<file path="config.mk">
export PLATFORM = sky130hd
export DESIGN_NAME = relative_change_event_detector
export DESIGN_NICKNAME = d
export VERILOG_FILES = /design/src/rtl/core/rced_pkg.sv /design/src/rtl/core/rced_ctrl.sv /design/src/rtl/core/rced_dp.sv /design/src/rtl/core/relative_change_event_detector.sv
export VERILOG_INCLUDE_DIRS = /design/src /design/src/rtl/core
export SDC_FILE = /design/constraint.sdc
export NUM_CORES = 1
export LEC_CHECK = 0
export BUFFER_PORTS_ARGS = -buffer_cell sky130_fd_sc_hd__buf_4
export CAP_MARGIN = 10
export CORE_MARGIN = 1.5
export CORE_UTILIZATION = 60
export CTS_BUF_LIST = sky130_fd_sc_hd__clkbuf_16
export DETAILED_ROUTE_END_ITERATION = 16
export PLACE_DENSITY_LB_ADDON = 0.08
export SETUP_SLACK_MARGIN = 0.4
export SKIP_CTS_REPAIR_TIMING = 1
export SLEW_MARGIN = 20
export SYNTH_ARGS = -nofsm -noshare
export SYNTH_HDL_FRONTEND = slang
export SYNTH_HIERARCHICAL = 1
export SYNTH_SLANG_ARGS = --single-unit
</file>
<file path="constraint.sdc">
create_clock -name aclk -period 10.2 [get_ports aclk]
set_input_delay 0.51 -clock aclk [delete_from_list [all_inputs] [get_ports aclk]]
set_output_delay 0.51 -clock aclk [all_outputs]
set_load 0.03 [all_outputs]
</file>
<file path="src/rtl/core/relative_change_event_detector_defines.svh">
// assertion macros shared by the relative change event detector rtl
// no dependencies; define ASSERT_OFF to compile the checks out
`ifndef RELATIVE_CHANGE_EVENT_DETECTOR_DEFINES_SVH
`define RELATIVE_CHANGE_EVENT_DETECTOR_DEFINES_SVH

`ifndef ASSERT_OFF
// clocked check, skipped while reset is asserted
`define RCED_ASSERT(lbl, clk, rst_n, prop) \
    lbl: assert property (@(posedge clk) disable iff (!rst_n) (prop)) \
        else $error("rced assertion failed");
// clocked check that also holds during reset
`define RCED_ASSERT_ALWAYS(lbl, clk, prop) \
    lbl: assert property (@(posedge clk) (prop)) \
        else $error("rced assertion failed");
`else
`define RCED_ASSERT(lbl, clk, rst_n, prop)
`define RCED_ASSERT_ALWAYS(lbl, clk, prop)
`endif

`endif

</file>
<file path="src/rtl/core/rced_pkg.sv">
// types and constants of the relative change event detector
// used by rced_ctrl, rced_dp and relative_change_event_detector
package rced_pkg;

    localparam int SAMPLE_INPUTS = 4;
    localparam int SAMPLE_W      = 32;
    localparam int CFG_ADDR_W    = 2;
    localparam int CFG_DATA_W    = 32;
    localparam int COUNT_W       = 3;
    localparam int THR_W         = 31;
    localparam int TIME_W        = 32;

    // quotient bits produced by the divider, one per cycle
    localparam int DIV_STEPS = 33;
    localparam int DIV_CNT_W = 6;

    localparam logic [CFG_ADDR_W-1:0] REG_ACTIVE_SENSORS   = 2'd0;
    localparam logic [CFG_ADDR_W-1:0] REG_CHANGE_THRESHOLD = 2'd1;
    localparam logic [CFG_ADDR_W-1:0] REG_TIME_STEP        = 2'd2;

    localparam logic [COUNT_W-1:0] ACTIVE_RESET    = 3'd1;
    localparam logic [THR_W-1:0]   THRESHOLD_RESET = 31'd16777216;
    localparam logic [TIME_W-1:0]  TIME_STEP_RESET = 32'd65536;

    localparam logic [31:0] SLOPE_MAX = 32'h7FFF_FFFF;
    localparam logic [31:0] SLOPE_MIN = 32'h8000_0000;

    typedef enum logic [2:0] {
        ST_IDLE,
        ST_LOAD,
        ST_PREP,
        ST_DIV,
        ST_FIN,
        ST_COMMIT,
        ST_RESULT
    } rced_state_t;

    // controller to datapath
    typedef struct packed {
        logic accept;
        logic start;
        logic capture;
        logic prep;
        logic div_step;
        logic finish;
        logic next;
        logic commit;
        logic load_out;
    } rced_cmd_t;

    // datapath to controller
    typedef struct packed {
        logic kind;
        logic n_zero;
        logic last;
        logic skip;
        logic div_last;
        logic hit;
        logic out_free;
    } rced_status_t;

endpackage

</file>
<file path="src/rtl/core/rced_ctrl.sv">
// sequencer of the relative change event detector
// depends on rced_pkg; drives rced_dp through rced_cmd_t
module rced_ctrl (
    input  logic                    aclk,
    input  logic                    aresetn,
    input  logic                    s_tvalid,
    output logic                    s_tready,
    input  rced_pkg::rced_status_t  status,
    output rced_pkg::rced_cmd_t     cmd
);

    rced_pkg::rced_state_t state_reg, state_next;

    always_ff @(posedge aclk) begin
        if (!aresetn) begin
            state_reg <= rced_pkg::ST_IDLE;
        end else begin
            state_reg <= state_next;
        end
    end

    always_comb begin
        state_next = state_reg;
        cmd        = '0;
        s_tready   = 1'b0;
        unique case (state_reg)
            rced_pkg::ST_IDLE: begin
                // no transfer while reset is held
                s_tready = aresetn;
                if (s_tvalid && aresetn) begin
                    cmd.accept = 1'b1;
                    state_next = rced_pkg::ST_LOAD;
                end
            end
            rced_pkg::ST_LOAD: begin
                cmd.start = 1'b1;
                if (!status.kind) begin
                    cmd.capture = 1'b1;
                    state_next  = rced_pkg::ST_RESULT;
                end else if (status.n_zero) begin
                    state_next = rced_pkg::ST_RESULT;
                end else begin
                    state_next = rced_pkg::ST_PREP;
                end
            end
            rced_pkg::ST_PREP: begin
                cmd.prep   = 1'b1;
                state_next = status.skip ? rced_pkg::ST_FIN : rced_pkg::ST_DIV;
            end
            rced_pkg::ST_DIV: begin
                cmd.div_step = 1'b1;
                if (status.div_last) begin
                    state_next = rced_pkg::ST_FIN;
                end
            end
            rced_pkg::ST_FIN: begin
                cmd.finish = 1'b1;
                if (status.hit || status.last) begin
                    state_next = rced_pkg::ST_COMMIT;
                end else begin
                    cmd.next   = 1'b1;
                    state_next = rced_pkg::ST_PREP;
                end
            end
            rced_pkg::ST_COMMIT: begin
                cmd.commit = 1'b1;
                state_next = rced_pkg::ST_RESULT;
            end
            rced_pkg::ST_RESULT: begin
                if (status.out_free) begin
                    cmd.load_out = 1'b1;
                    state_next   = rced_pkg::ST_IDLE;
                end
            end
            default: begin
                state_next = rced_pkg::ST_IDLE;
            end
        endcase
    end

endmodule

</file>
<file path="src/rtl/core/rced_dp.sv">
// datapath of the relative change event detector: sensor state, slope
// divider, trigger test, elapsed time and output register; depends on rced_pkg
`include "relative_change_event_detector_defines.svh"

module rced_dp #(
    parameter int SENSORS = 4
) (
    input  logic                                 aclk,
    input  logic                                 aresetn,
    input  rced_pkg::rced_cmd_t                  cmd,
    output rced_pkg::rced_status_t               status,
    input  logic [rced_pkg::SAMPLE_INPUTS*rced_pkg::SAMPLE_W-1:0] s_tdata,
    input  logic                                 s_tuser,
    input  logic [rced_pkg::COUNT_W-1:0]         n_active,
    input  logic [rced_pkg::THR_W-1:0]           threshold,
    input  logic [rced_pkg::TIME_W-1:0]          time_step,
    input  logic                                 m_tready,
    output logic                                 m_tvalid,
    output logic [rced_pkg::TIME_W-1:0]          m_tdata,
    output logic                                 m_tuser
);

    localparam int LIM   = (SENSORS < rced_pkg::SAMPLE_INPUTS) ? SENSORS
                                                               : rced_pkg::SAMPLE_INPUTS;
    localparam int IDX_W = (LIM > 1) ? $clog2(LIM) : 1;

    logic [31:0]                  samp_reg  [LIM];
    logic [31:0]                  base_reg  [LIM];
    logic [31:0]                  slope_reg [LIM];
    logic                         kind_reg;
    logic [rced_pkg::TIME_W-1:0]  elapsed_reg;
    logic [IDX_W-1:0]             idx_reg;
    logic                         fired_reg;

    logic [31:0]                  rem_reg;
    logic [32:0]                  nq_reg;
    logic [31:0]                  divr_reg;
    logic                         neg_reg;
    logic                         sat_reg;
    logic [rced_pkg::DIV_CNT_W-1:0] cnt_reg;

    logic                         m_valid_reg;
    logic                         m_trig_reg;
    logic [rced_pkg::TIME_W-1:0]  m_time_reg;

    // operand setup
    logic [31:0] sel_samp, sel_base, mag_b;
    logic [32:0] diff, mag_d;
    logic        diff_zero, ovf, neg_now;

    always_comb begin
        sel_samp  = samp_reg[idx_reg];
        sel_base  = base_reg[idx_reg];
        diff      = {sel_samp[31], sel_samp} - {sel_base[31], sel_base};
        mag_d     = diff[32] ? (~diff + 33'd1) : diff;
        mag_b     = sel_base[31] ? (~sel_base + 32'd1) : sel_base;
        neg_now   = diff[32] ^ sel_base[31];
        diff_zero = (diff == 33'd0);
        // quotient would reach 2^33: saturates anyway; also covers a zero baseline
        ovf       = ({8'd0, mag_d} >= {mag_b, 9'd0});
    end

    // divider step
    logic [32:0] trial;
    logic        ge;

    always_comb begin
        trial = {rem_reg, nq_reg[32]};
        ge    = (trial >= {1'b0, divr_reg});
    end

    // slope saturation and trigger test
    logic [31:0] cur, cur_mag, prev;
    logic        hit;

    always_comb begin
        if (neg_reg) begin
            cur = (sat_reg || nq_reg > {1'b0, rced_pkg::SLOPE_MIN}) ? rced_pkg::SLOPE_MIN
                                                                   : (~nq_reg[31:0] + 32'd1);
        end else begin
            cur = (sat_reg || nq_reg > {1'b0, rced_pkg::SLOPE_MAX}) ? rced_pkg::SLOPE_MAX
                                                                   : nq_reg[31:0];
        end
        cur_mag = cur[31] ? (~cur + 32'd1) : cur;
        prev    = slope_reg[idx_reg];
        hit     = (cur_mag > {1'b0, threshold})
               || (!prev[31] && prev != 32'd0 && cur[31])
               || (prev[31] && !cur[31] && cur != 32'd0);
    end

    logic [rced_pkg::TIME_W:0] time_sum;
    assign time_sum = {1'b0, elapsed_reg} + {1'b0, time_step};

    always_comb begin
        status.kind     = kind_reg;
        status.n_zero   = (n_active == '0);
        status.last     = (rced_pkg::COUNT_W'(idx_reg) + 3'd1 == n_active);
        status.skip     = diff_zero || ovf;
        status.div_last = (cnt_reg == '0);
        status.hit      = hit;
        status.out_free = !m_valid_reg || m_tready;
    end

    // input capture
    always_ff @(posedge aclk) begin
        if (cmd.accept) begin
            kind_reg <= s_tuser;
            for (int i = 0; i < LIM; i++) begin
                samp_reg[i] <= s_tdata[i*rced_pkg::SAMPLE_W +: rced_pkg::SAMPLE_W];
            end
        end
    end

    // sensor state and sequencing
    always_ff @(posedge aclk) begin
        if (!aresetn) begin
            for (int i = 0; i < LIM; i++) begin
                base_reg[i]  <= '0;
                slope_reg[i] <= '0;
            end
            elapsed_reg <= '0;
            idx_reg     <= '0;
            fired_reg   <= 1'b0;
        end else begin
            if (cmd.start) begin
                idx_reg   <= '0;
                fired_reg <= 1'b0;
            end
            if (cmd.capture) begin
                for (int i = 0; i < LIM; i++) begin
                    base_reg[i] <= samp_reg[i];
                end
            end
            if (cmd.finish) begin
                slope_reg[idx_reg] <= cur;
                fired_reg          <= hit;
            end
            if (cmd.next) begin
                idx_reg <= idx_reg + 1'b1;
            end
            if (cmd.commit) begin
                if (fired_reg) begin
                    for (int i = 0; i < LIM; i++) begin
                        if (rced_pkg::COUNT_W'(i) < n_active) begin
                            base_reg[i] <= samp_reg[i];
                        end
                    end
                    elapsed_reg <= '0;
                end else begin
                    elapsed_reg <= time_sum[rced_pkg::TIME_W] ? '1
                                                              : time_sum[rced_pkg::TIME_W-1:0];
                end
            end
        end
    end

    // restoring divider, one quotient bit per cycle
    always_ff @(posedge aclk) begin
        if (cmd.prep) begin
            rem_reg  <= {8'd0, mag_d[32:9]};
            nq_reg   <= diff_zero ? 33'd0 : {mag_d[8:0], 24'd0};
            divr_reg <= mag_b;
            neg_reg  <= neg_now;
            sat_reg  <= ovf && !diff_zero;
            cnt_reg  <= rced_pkg::DIV_CNT_W'(rced_pkg::DIV_STEPS - 1);
        end else if (cmd.div_step) begin
            rem_reg <= ge ? 32'(trial - {1'b0, divr_reg}) : trial[31:0];
            nq_reg  <= {nq_reg[31:0], ge};
            cnt_reg <= cnt_reg - 1'b1;
        end
    end

    // output register
    always_ff @(posedge aclk) begin
        if (!aresetn) begin
            m_valid_reg <= 1'b0;
        end else if (cmd.load_out) begin
            m_valid_reg <= 1'b1;
        end else if (m_tready) begin
            m_valid_reg <= 1'b0;
        end
    end

    always_ff @(posedge aclk) begin
        if (cmd.load_out) begin
            m_trig_reg <= fired_reg;
            m_time_reg <= elapsed_reg;
        end
    end

    assign m_tvalid = m_valid_reg;
    assign m_tdata  = m_time_reg;
    assign m_tuser  = m_trig_reg;

    `RCED_ASSERT(a_no_div_when_sat, aclk, aresetn, cmd.div_step |-> !sat_reg)
    `RCED_ASSERT(a_load_only_free, aclk, aresetn, cmd.load_out |-> (!m_valid_reg || m_tready))
    `RCED_ASSERT(a_fire_clears_time, aclk, aresetn,
                 (cmd.commit && fired_reg) |=> (elapsed_reg == '0))

endmodule

</file>
<file path="src/rtl/core/relative_change_event_detector.sv">
// relative change event detector (send-on-delta sampling)
//
// input stream: one transfer per item. s_tuser is the kind (0 loads the samples
// as baselines, 1 evaluates a tick); s_tdata carries sample_0..sample_3, signed
// Q16.16. result stream: exactly one transfer per item, m_tuser = trigger,
// m_tdata = elapsed time (Q16.16, saturating). registers are written through
// cfg_we / cfg_addr / cfg_wdata: 0 active sensors, 1 threshold (Q7.24),
// 2 time step; other addresses are ignored.
// one item at a time: accept, load, then per checked sensor (at most 4) a setup
// step, the divider steps and a test step (only setup and test when the slope
// saturates or the difference is zero), then commit and result.
// a capture or a zero active count goes from load straight to result. the
// output register is loaded and s_tready returns in the same cycle, so no new
// item is taken before the last result is in the output register; the
// one-bit-per-cycle slope divider sets the rate while the receiver does not stall.
// the finished result sits in the output register while the next item is taken;
// if the receiver stalls, the following result waits in the result state.
// reset (aresetn low, synchronous) clears baselines, slopes, elapsed time and
// the output valid, holds s_tready low, and restores the register defaults.
module relative_change_event_detector #(
    parameter int SENSORS = 4
) (
    input  logic                                   aclk,
    input  logic                                   aresetn,
    // input channel
    input  logic                                   s_tvalid,
    output logic                                   s_tready,
    // sample_0 [31:0], sample_1 [63:32], sample_2 [95:64], sample_3 [127:96]
    input  logic [rced_pkg::SAMPLE_INPUTS*rced_pkg::SAMPLE_W-1:0] s_tdata,
    // kind [0]
    input  logic                                   s_tuser,
    // result channel
    output logic                                   m_tvalid,
    input  logic                                   m_tready,
    // elapsed_time [31:0]
    output logic [rced_pkg::TIME_W-1:0]            m_tdata,
    // trigger [0]
    output logic                                   m_tuser,
    // configuration write port
    input  logic                                   cfg_we,
    input  logic [rced_pkg::CFG_ADDR_W-1:0]        cfg_addr,
    input  logic [rced_pkg::CFG_DATA_W-1:0]        cfg_wdata
);

    // sensors that have storage and a sample lane
    localparam int LIM = (SENSORS < rced_pkg::SAMPLE_INPUTS) ? SENSORS
                                                             : rced_pkg::SAMPLE_INPUTS;

    logic [rced_pkg::COUNT_W-1:0] active_reg;
    logic [rced_pkg::THR_W-1:0]   threshold_reg;
    logic [rced_pkg::TIME_W-1:0]  time_step_reg;
    logic [rced_pkg::COUNT_W-1:0] n_active;

    rced_pkg::rced_cmd_t    cmd;
    rced_pkg::rced_status_t status;

    // configuration registers
    always_ff @(posedge aclk) begin
        if (!aresetn) begin
            active_reg    <= rced_pkg::ACTIVE_RESET;
            threshold_reg <= rced_pkg::THRESHOLD_RESET;
            time_step_reg <= rced_pkg::TIME_STEP_RESET;
        end else if (cfg_we) begin
            unique case (cfg_addr)
                rced_pkg::REG_ACTIVE_SENSORS: begin
                    active_reg <= cfg_wdata[rced_pkg::COUNT_W-1:0];
                end
                rced_pkg::REG_CHANGE_THRESHOLD: begin
                    threshold_reg <= cfg_wdata[rced_pkg::THR_W-1:0];
                end
                rced_pkg::REG_TIME_STEP: begin
                    time_step_reg <= cfg_wdata[rced_pkg::TIME_W-1:0];
                end
                default: begin
                    // unused address, write dropped
                end
            endcase
        end
    end

    // active count clamped to the sensors that exist
    assign n_active = (active_reg > rced_pkg::COUNT_W'(LIM)) ? rced_pkg::COUNT_W'(LIM)
                                                             : active_reg;

    rced_ctrl u_ctrl (
        .aclk     (aclk),
        .aresetn  (aresetn),
        .s_tvalid (s_tvalid),
        .s_tready (s_tready),
        .status   (status),
        .cmd      (cmd)
    );

    rced_dp #(
        .SENSORS (SENSORS)
    ) u_dp (
        .aclk      (aclk),
        .aresetn   (aresetn),
        .cmd       (cmd),
        .status    (status),
        .s_tdata   (s_tdata),
        .s_tuser   (s_tuser),
        .n_active  (n_active),
        .threshold (threshold_reg),
        .time_step (time_step_reg),
        .m_tready  (m_tready),
        .m_tvalid  (m_tvalid),
        .m_tdata   (m_tdata),
        .m_tuser   (m_tuser)
    );

endmodule

</file>
After elaboration in Yosys (flattened, before gate mapping)

Memory sizes are Yosys's and may differ from the RTL's. A register that Yosys moved wholly into a read port is not among the register bits.
Index checks and enable logic that the tools add are counted.

Bits in registers: 244
Memory bits (writable): 384
Word-level logic and storage cells: 186
Memories: 3

Add/subtract/negate cells: 10
Magnitude comparators: 10
Eq/ne operators: 12
Mux-type cells: 87
Bitwise gates (word level): 13
Reduce and logical (&&, ||, !) cells: 33

Memory list:

| memory         | words | bits a word | read ports | clocked after Yosys merged registers in | wr ports | line          | RTL |
|---|---|---|---|---|---|---|---|
| u_dp.base_reg  | 4     | 32          | 1          | 1                                       | 4        | rced_dp.sv:28 | `logic [31:0] base_reg [LIM];` |
| u_dp.samp_reg  | 4     | 32          | 5          | 1                                       | 4        | rced_dp.sv:27 | `logic [31:0] samp_reg [LIM];` |
| u_dp.slope_reg | 4     | 32          | 1          | 1                                       | 4        | rced_dp.sv:29 | `logic [31:0] slope_reg [LIM];` |

Operators by type and width:

| kind                                                                   | count |
|---|---|
| 32-bit 2-to-1 mux                                                      | 17 |
| 33-bit 2-to-1 mux                                                      | 4 |
| 32-bit by 1-bit adder with 32-bit output, second input constant        | 3 |
| 32-bit inverter                                                        | 3 |
| 32-bit nonzero test                                                    | 2 |
| 24-bit 2-to-1 mux                                                      | 2 |
| 1-bit 2-to-1 mux                                                       | 44 |
| 33-bit by 41-bit >= comparator with 1-bit output                       | 1 |
| 32-bit by 32-bit adder with 33-bit output                              | 1 |
| 33-bit by 1-bit adder with 33-bit output, second input constant        | 1 |
| 33-bit by 32-bit >= comparator with 1-bit output                       | 1 |
| 33-bit by 31-bit > comparator with 1-bit output, second input constant | 1 |
| 33-bit by 32-bit > comparator with 1-bit output, second input constant | 1 |
| 33-bit logical NOT                                                     | 1 |
| 33-bit inverter                                                        | 1 |
| 32-bit by 32-bit subtractor with 33-bit output                         | 1 |
| 32-bit by 31-bit > comparator with 1-bit output                        | 1 |
| 32-bit OR reduction                                                    | 1 |
| 32-bit subtractor                                                      | 1 |
| 3-bit 2-to-1 mux                                                       | 8 |
| 2-bit 2-to-1 mux                                                       | 11 |
| 3-bit case mux with 7 select lines                                     | 1 |
| 3-bit equality test, second input constant                             | 3 |
| 1-bit OR                                                               | 8 |
| 23 further kinds                                                       | 47 |

Longest topological paths before layout

Gate-level depths: netlist of run 1.

Word-level depth: 18
Gate-level depth with buffers: 36

Hierarchy

The synthesis of run 1 kept the hierarchy.

By module, submodules not included:

| module                         | times used | cells an instance | area each (um^2) |
|---|---|---|---|
| rced_dp                        | 1          | 2970              | 32379.8 |
| relative_change_event_detector | 1          | 260               | 2556.2 |
| rced_ctrl                      | 1          | 47                | 345.3 |

Worst setup path after synthesis of run 1

No wires, ideal clock.

Kind: register to register
Start: register with a tool-made name
End: register u_ctrl.state_reg[0]
Arrival: 7.545 ns
Path slack: 2.590 ns
Stages on the path, launching flop included: 34
Path buffers: 7
Clock period less this slack: 7.610 ns
Cell sequence: dfxtp_1 > buf_2 > buf_2 > buf_2 > buf_2 > clkbuf_1 > buf_2 > mux4_2 > ha_1 > nor2_1 > a211oi_2 > o221a_2 > o21bai_1 > a2111oi_0 > a2bb2oi_1 > clkbuf_1 > nor2_1 > xnor2_1 > ha_1 > nor2b_1 > o21a_1 > o21ai_0 > nand2b_1 > a21oi_1 > nor2b_1 > o21ai_0 > a21oi_1 > a211o_1 > o211ai_1 > o21ai_0 > o21a_1 > a21oi_1 > a41oi_1 > nor2b_1

RTL lines:

| what                   | line            | RTL |
|---|---|---|
| end signal: assignment | rced_ctrl.sv:16 | `state_reg <= rced_pkg::ST_IDLE;` |
| end signal: assignment | rced_ctrl.sv:18 | `state_reg <= state_next;` |
| end: declaration       | rced_ctrl.sv:12 | `rced_pkg::rced_state_t state_reg, state_next;` |

==> impl_metrics.env, run 1 <==
export IMPL_synth_nets=3606
export IMPL_hold_viol=0
export IMPL_async_reset_ff_share_pct=0
export IMPL_clockBufferDepth=3
export IMPL_tritoncts="yes"
export IMPL_die_area_um2=60270
export IMPL_gr_total_overflow=0
export IMPL_start_util_pct=60.92
export IMPL_critPathBufInv=2
export IMPL_worstSetupPathType="reg -> reg"
export IMPL_leakagePower_nw=15.26
export IMPL_drive_above_1_share_pct=14.72
export IMPL_cts_buffers=68
export IMPL_drt_total_wl_um=93940
export IMPL_grt_pass1_vias=26718
export IMPL_status="finished clean"
export IMPL_clkLatencyLatePin_ps=620
export IMPL_slew_viol_final=0
export IMPL_max_slew_worst_pin_slew_ps=1229
export IMPL_netSwitchingPower_w=0.004016
export IMPL_grt_pass1_wl_um=145700
export IMPL_seq_area_um2=17710
export IMPL_cts_sinks=630
export IMPL_io_buffers=202
export IMPL_startpoint_type="flip-flop"
export IMPL_die_y_um=245.5
export IMPL_cpPeakStageDelay_ps=650
export IMPL_grt_start_max_net_pins=80
export IMPL_fin_crit_ps=7751
export IMPL_place_gp_congestion=0.9549
export IMPL_fin_setup_tns_ps=0
export IMPL_path_delay_family="compound AO/OA/AOI/OAI gates"
export IMPL_synth_cell_types=117
export IMPL_synth_edf_count=509
export IMPL_cp_end_kind="flip-flop"
export IMPL_ir_drop_uv=197.5
export IMPL_cp_common_cell="a21oi_1"
export IMPL_die_x_um=245.5
export IMPL_slew_headroom_pct=17.70
export IMPL_p_comb_share_pct=41.7
export IMPL_rows=88
export IMPL_finalClockSkew_ps=23.64
export IMPL_synth_cells=3277
export IMPL_wl_per_cell_um=22.10
export IMPL_diodes=0
export IMPL_power_density_nw_per_um2=261.5
export IMPL_clkPwrFrac_pct=23.0
export IMPL_p_int_w=0.006347
export IMPL_ys_seq_elements=630
export IMPL_max_freq_mhz=129.0
export IMPL_nets=3762
export IMPL_slowest_stage="buf_4"
export IMPL_viasPerCell=6.201
export IMPL_syn_cell_area_um2=35280
export IMPL_swShare_pct=38.75
export IMPL_maxCapViolations=0
export IMPL_io_pins=203
export IMPL_worst_ep_arrival_time_ps=8290
export IMPL_synth_warnings=6
export IMPL_drt_iter0_markers=1957
export IMPL_coreArea_um2=57920
export IMPL_fin_cells=4250
export IMPL_setup_viol=0
export IMPL_fin_util_pct=68.42
export IMPL_final_antenna_net_count=0
export IMPL_required_ps=10740
export IMPL_grt_total_usage_pct=31.12
export IMPL_post_route_period_util_pct=75.99
export IMPL_drc=0
export IMPL_drtPass1Iterations=5
export IMPL_antenna_found_initial=0
export IMPL_ys_flop_type="edfxtp_1"
export IMPL_path_clk_slew_ps=60
export IMPL_hold_class="in -> reg"
export IMPL_dpl_cell_count=4128
export IMPL_vias=26355
export IMPL_dp_hpwl_um=68880
export IMPL_totalPowerFinal_w=0.01036
export IMPL_synth_avg_cell_area_um2=10.77
export IMPL_rsz0062_at_grt="no"
export IMPL_multi_input_area_um2=16250
export IMPL_pwr_share_seq_pct=35.3
export IMPL_crit_fanout=52
export IMPL_fillers=4308
export IMPL_cts_root_buf="clkbuf_16"
export IMPL_area_delta_synth_final_pct=12.31
export IMPL_cts_max_level=3
export IMPL_seq_area_frac_synth_pct=50.19
stage by stage:
stage | hold WS, ps | setup slack [ps] | cell area [um2]
after floorplan | 430.2 | 2590 | 35280
after global placement | 447.9 | 2630 | 37440
after detailed placement | 452.1 | 2493 | 37440
after CTS | 41.62 | 2472 | 39610
after global routing | 42.47 | 1802 | 39620
final | 72.40 | 2449 | 39620
synth_stat cells, drive strengths merged, types with 8 or more instances:
| cell type | count | area (um2) |
|---|---|---|
| mux4 | 63 | 1419 |
| a41oi | 8 | 77.58 |
| o22ai | 14 | 93.84 |
| inv | 176 | 660.6 |
| o21bai | 15 | 112.6 |
| nor2 | 322 | 1226 |
| a221oi | 15 | 161.4 |
| a21o | 54 | 405.4 |
| o21ai | 138 | 694.4 |
| nand2 | 279 | 1055 |
| ha | 158 | 1977 |
| nor3 | 97 | 518.0 |
| a31o | 8 | 70.07 |
| o21a | 27 | 202.7 |
| clkbuf | 108 | 405.4 |
| o31ai | 20 | 177.7 |
| nor3b | 9 | 67.56 |
| a31oi | 25 | 156.4 |
| nor2b | 82 | 513.0 |
| nand3 | 48 | 245.2 |
| and3 | 21 | 131.4 |
| xor2 | 57 | 499.2 |
| or2 | 14 | 87.58 |
| nand2b | 36 | 227.7 |
| a21oi | 172 | 864.6 |
| buf | 53 | 346.6 |
| xnor2 | 110 | 970.9 |
| o211ai | 28 | 210.2 |
| mux2i | 67 | 670.6 |
| a21boi | 8 | 60.05 |
| nand3b | 8 | 60.06 |
| a211oi | 25 | 192.7 |
| dfxtp | 121 | 2422 |
| a2111oi | 8 | 76.32 |
| nor4 | 50 | 361.6 |
| edfxtp | 509 | 15280 |
| mux2 | 18 | 202.7 |
| and2 | 113 | 706.9 |
| nand4 | 53 | 337.8 |
| or3 | 24 | 160.2 |
cell families (layout without fill, tap and decap cells):
kind of cell	after synthesis	after routing	synth area share (%)
flops	630	630	50.19
fa+ha+maj	161	161	5.773
mux	148	148	6.497
simple gates	1191	1191	17.07
xor+xnor	167	167	4.167
compound gates	642	642	12.29
buf+inv	338	546	4.014
power by group through the flow:
stage / clock (W) / sequential (W) / combinational (W)
after detailed placement: 0 / 0.00370 / 0.00425
final: 0.00238 / 0.00366 / 0.00432
after floorplan: 0 / 0.00357 / 0.00311
after CTS: 0.00242 / 0.00365 / 0.00428
after global placement: 0 / 0.00368 / 0.00414
after global routing: 0.00251 / 0.00370 / 0.00472
placed cells by master, fill, tap and decap left out, drive strengths merged, types with 50 or more instances in the layout:
master / count
nand2: 279
dfxtp: 121
xnor2: 110
edfxtp: 509
ha: 158
mux4: 63
and2: 113
nor4: 50
nand4: 53
o21ai: 138
nor2: 322
buf: 247
nor3: 97
a21oi: 172
xor2: 57
inv: 192
mux2i: 67
a21o: 54
clkbuf: 73
nor2b: 82
worst register-to-register path: cells and delay by family (launching register included):
family / cells / cell delay (ps)
AOI/OAI and AO/OA: 16 / 3710
xor gates and xnor gates: 2 / 400
adders and majority gates: 2 / 600
buffers and inverters: 2 / 760
DFF: 1 / 560
muxes: 1 / 480
and+or+nand+nor: 7 / 1170
worst paths after layout:
check | startpoint | endpoint | slack [ps] | cells after the start
hold / removal | s_tdata[30] | u_dp/samp_reg[0][30]$_DFFE_PP_ | 70 | 1
hold reg to reg | threshold_reg[13]$_SDFFE_PN0P_ | threshold_reg[13]$_SDFFE_PN0P_ | 460 | 2
setup / recovery | flip-flop | u_ctrl/state_reg[0]$_SDFFE_PN0P_ | 2450 | 30
setup reg to reg | flip-flop | u_ctrl/state_reg[0]$_SDFFE_PN0P_ | 2450 | 30
layout make-up:
| cell class | instances | share of cell area (%) |
|---|---|---|
| Tap cell | 765 | 2.416 |
| Multi-Input combinational cell | 2309 | 41.01 |
| Sequential cell | 630 | 44.71 |
| Inverter | 177 | 1.677 |
| Clock inverter | 49 | 0.8747 |
| Timing Repair Buffer | 247 | 4.711 |
| Clock buffer | 73 | 4.610 |
per-layer routing:
layer / GRT usage, % / part of all wire [%] / wire length, um
met1: 36.57 / 38 / 35620
met2: 56.06 / 52 / 48710
met3: 4.485 / 5.7 / 5366
met4: 14.29 / 4.5 / 4246
met5: 0 / 0 / 0
Power figures use the tool's default switching activity.
==> run 2: changes to the inputs <==
- clock period: 10.2 -> 7.35 ns (I/O delays scaled with it)
==> run 2 against run 1 <==
Hold slack lost 32 ps; sequential share of layout area shrank 2.3 points; non-clock buffer count grew 210; clock skew grew 4.0 ps.
==> impl_metrics.env, run 2 (same netlist as run 1, synthesis figures left out) <==
export IMPL_status="finished clean"
export IMPL_cts_buffers=68
export IMPL_seq_area_um2=17710
export IMPL_cts_sinks=630
export IMPL_place_gp_congestion=0.9346
export IMPL_fin_crit_ps=6701
export IMPL_cts_root_buf="clkbuf_16"
export IMPL_dpl_worst_slack_ps=35.99
export IMPL_setup_viol=0
export IMPL_drt_iter0_markers=2415
export IMPL_hold_viol=0
export IMPL_start_util_pct=60.92
export IMPL_power_density_nw_per_um2=354.0
export IMPL_grt_pass1_vias=26840
export IMPL_slew_viol_final=0
export IMPL_area_delta_synth_final_pct=18.48
export IMPL_layout_commonest_cell="edfxtp_1"
export IMPL_cts_max_level=3
export IMPL_fin_cells=4459
export IMPL_multi_input_area_um2=16460
export IMPL_io_pins=203
export IMPL_drtPass1Iterations=5
export IMPL_finalClockSkew_ps=27.67
export IMPL_diodes=0
export IMPL_path_clk_slew_ps=60
export IMPL_drt_total_wl_um=99830
export IMPL_worstSetupPathType="reg -> reg"
export IMPL_fin_setup_tns_ps=0
export IMPL_cpPeakStageDelay_ps=560
export IMPL_startpoint_type="flip-flop"
export IMPL_slew_headroom_pct=30.85
export IMPL_drive_above_1_share_pct=17.00
export IMPL_ir_drop_uv=283.9
export IMPL_gr_usage_met3_pct=4.409
export IMPL_drc=0
export IMPL_die_area_um2=60270
export IMPL_fillers=3958
export IMPL_final_antenna_net_count=0
export IMPL_grt_start_max_net_pins=93
export IMPL_hold_class="in -> reg"
export IMPL_rows=88
export IMPL_dp_hpwl_um=69510
export IMPL_grt_total_usage_pct=31.30
export IMPL_post_route_period_util_pct=91.17
export IMPL_clockBufferDepth=3
export IMPL_required_ps=7850
export IMPL_max_freq_mhz=149.2
export IMPL_cp_end_kind="flip-flop"
export IMPL_tritoncts="yes"
export IMPL_maxCapViolations=0
export IMPL_leakagePower_nw=16.28
export IMPL_io_buffers=202
export IMPL_die_x_um=245.5
export IMPL_dpl_cell_count=4189
export IMPL_crit_fanout=7
export IMPL_setup_slack_ps=649.2
export IMPL_die_y_um=245.5
export IMPL_gr_total_overflow=0
export IMPL_wl_per_cell_um=22.39
export IMPL_grt_pass1_wl_um=146300
export IMPL_nets=3972
export IMPL_mostFrequentLayoutCells="edfxtp_1, buf_4, nor2_1"
export IMPL_use_met1_pct=37.09
export IMPL_fin_util_pct=72.18
export IMPL_gr_max_usage_layer="met2"
export IMPL_max_slew_worst_pin_slew_ps=1035
export IMPL_use_met2_pct=56.20
export IMPL_slowest_stage="mux4_2"
export IMPL_worst_ep_arrival_time_ps=7210
export IMPL_coreArea_um2=57920
export IMPL_viasPerCell=6.196
export IMPL_antenna_found_initial=0
export IMPL_vias=27630
export IMPL_rsz0062_at_grt="yes"
export IMPL_clkLatencyLatePin_ps=630
[run 2: worst paths after layout]
kind | from | endpoint | slack (ps) | depth (start not counted)
hold reg to reg | u_dp/elapsed_reg[2]$_SDFFE_PN0P_ | u_dp/m_tdata[2]$_DFFE_PP_ | 460 | 0
setup reg to reg | flip-flop | u_ctrl/state_reg[0]$_SDFFE_PN0P_ | 650 | 28
setup / recovery | flip-flop | u_ctrl/state_reg[0]$_SDFFE_PN0P_ | 650 | 28
hold / removal | cfg_wdata[16] | threshold_reg[16]$_SDFFE_PN0P_ | 40 | 3
[run 2: metal layers]
metal / vias to the layer above / wire length, um
li1: 12737 / -
met1: 13362 / 37330
met2: 1246 / 51560
met3: 285 / 6361
met4: 0 / 4585
met5: - / 0
[run 2: area by class of cell]
type                    instances  share of cell area (%)
flip-flops and latches        630                   42.38
multi-input cells            2309                   39.37
repair buffers                457                   9.111
clock buffers                  73                   4.370
well taps                     765                   2.290
inverters                     177                   1.589
clock inverters                48                  0.8979
[run 2: worst max-delay path, delay by kind of cell (launching register included)]
family / cells / cell delay, ps
fa+ha+maj: 2 / 660
mux: 1 / 560
compound gates: 14 / 2830
flops: 1 / 430
xor+xnor: 1 / 140
simple gates: 6 / 1300
buf+inv: 4 / 680
[run 2: metrics by stage]
step	power [W]	hold slack, ps	area (um2)
finish	0.01480	40.31	41800
global route	0.01559	39.66	41800
CTS	0.01455	-103.5	40120
detailed placement	0.01115	449.0	37910
global placement	0.01098	449.0	37910
floorplan	0.009282	430.2	35320
[run 2: report_power, final]
part	total, W	switching [W]	internal [W]	leakage (nW)
combinational	0.00631	0.00386	0.00245	9.20
sequential	0.00508	0.000425	0.00466	5.94
clock	0.00340	0.00144	0.00197	1.15
total	0.0148	0.00572	0.00908	16.3
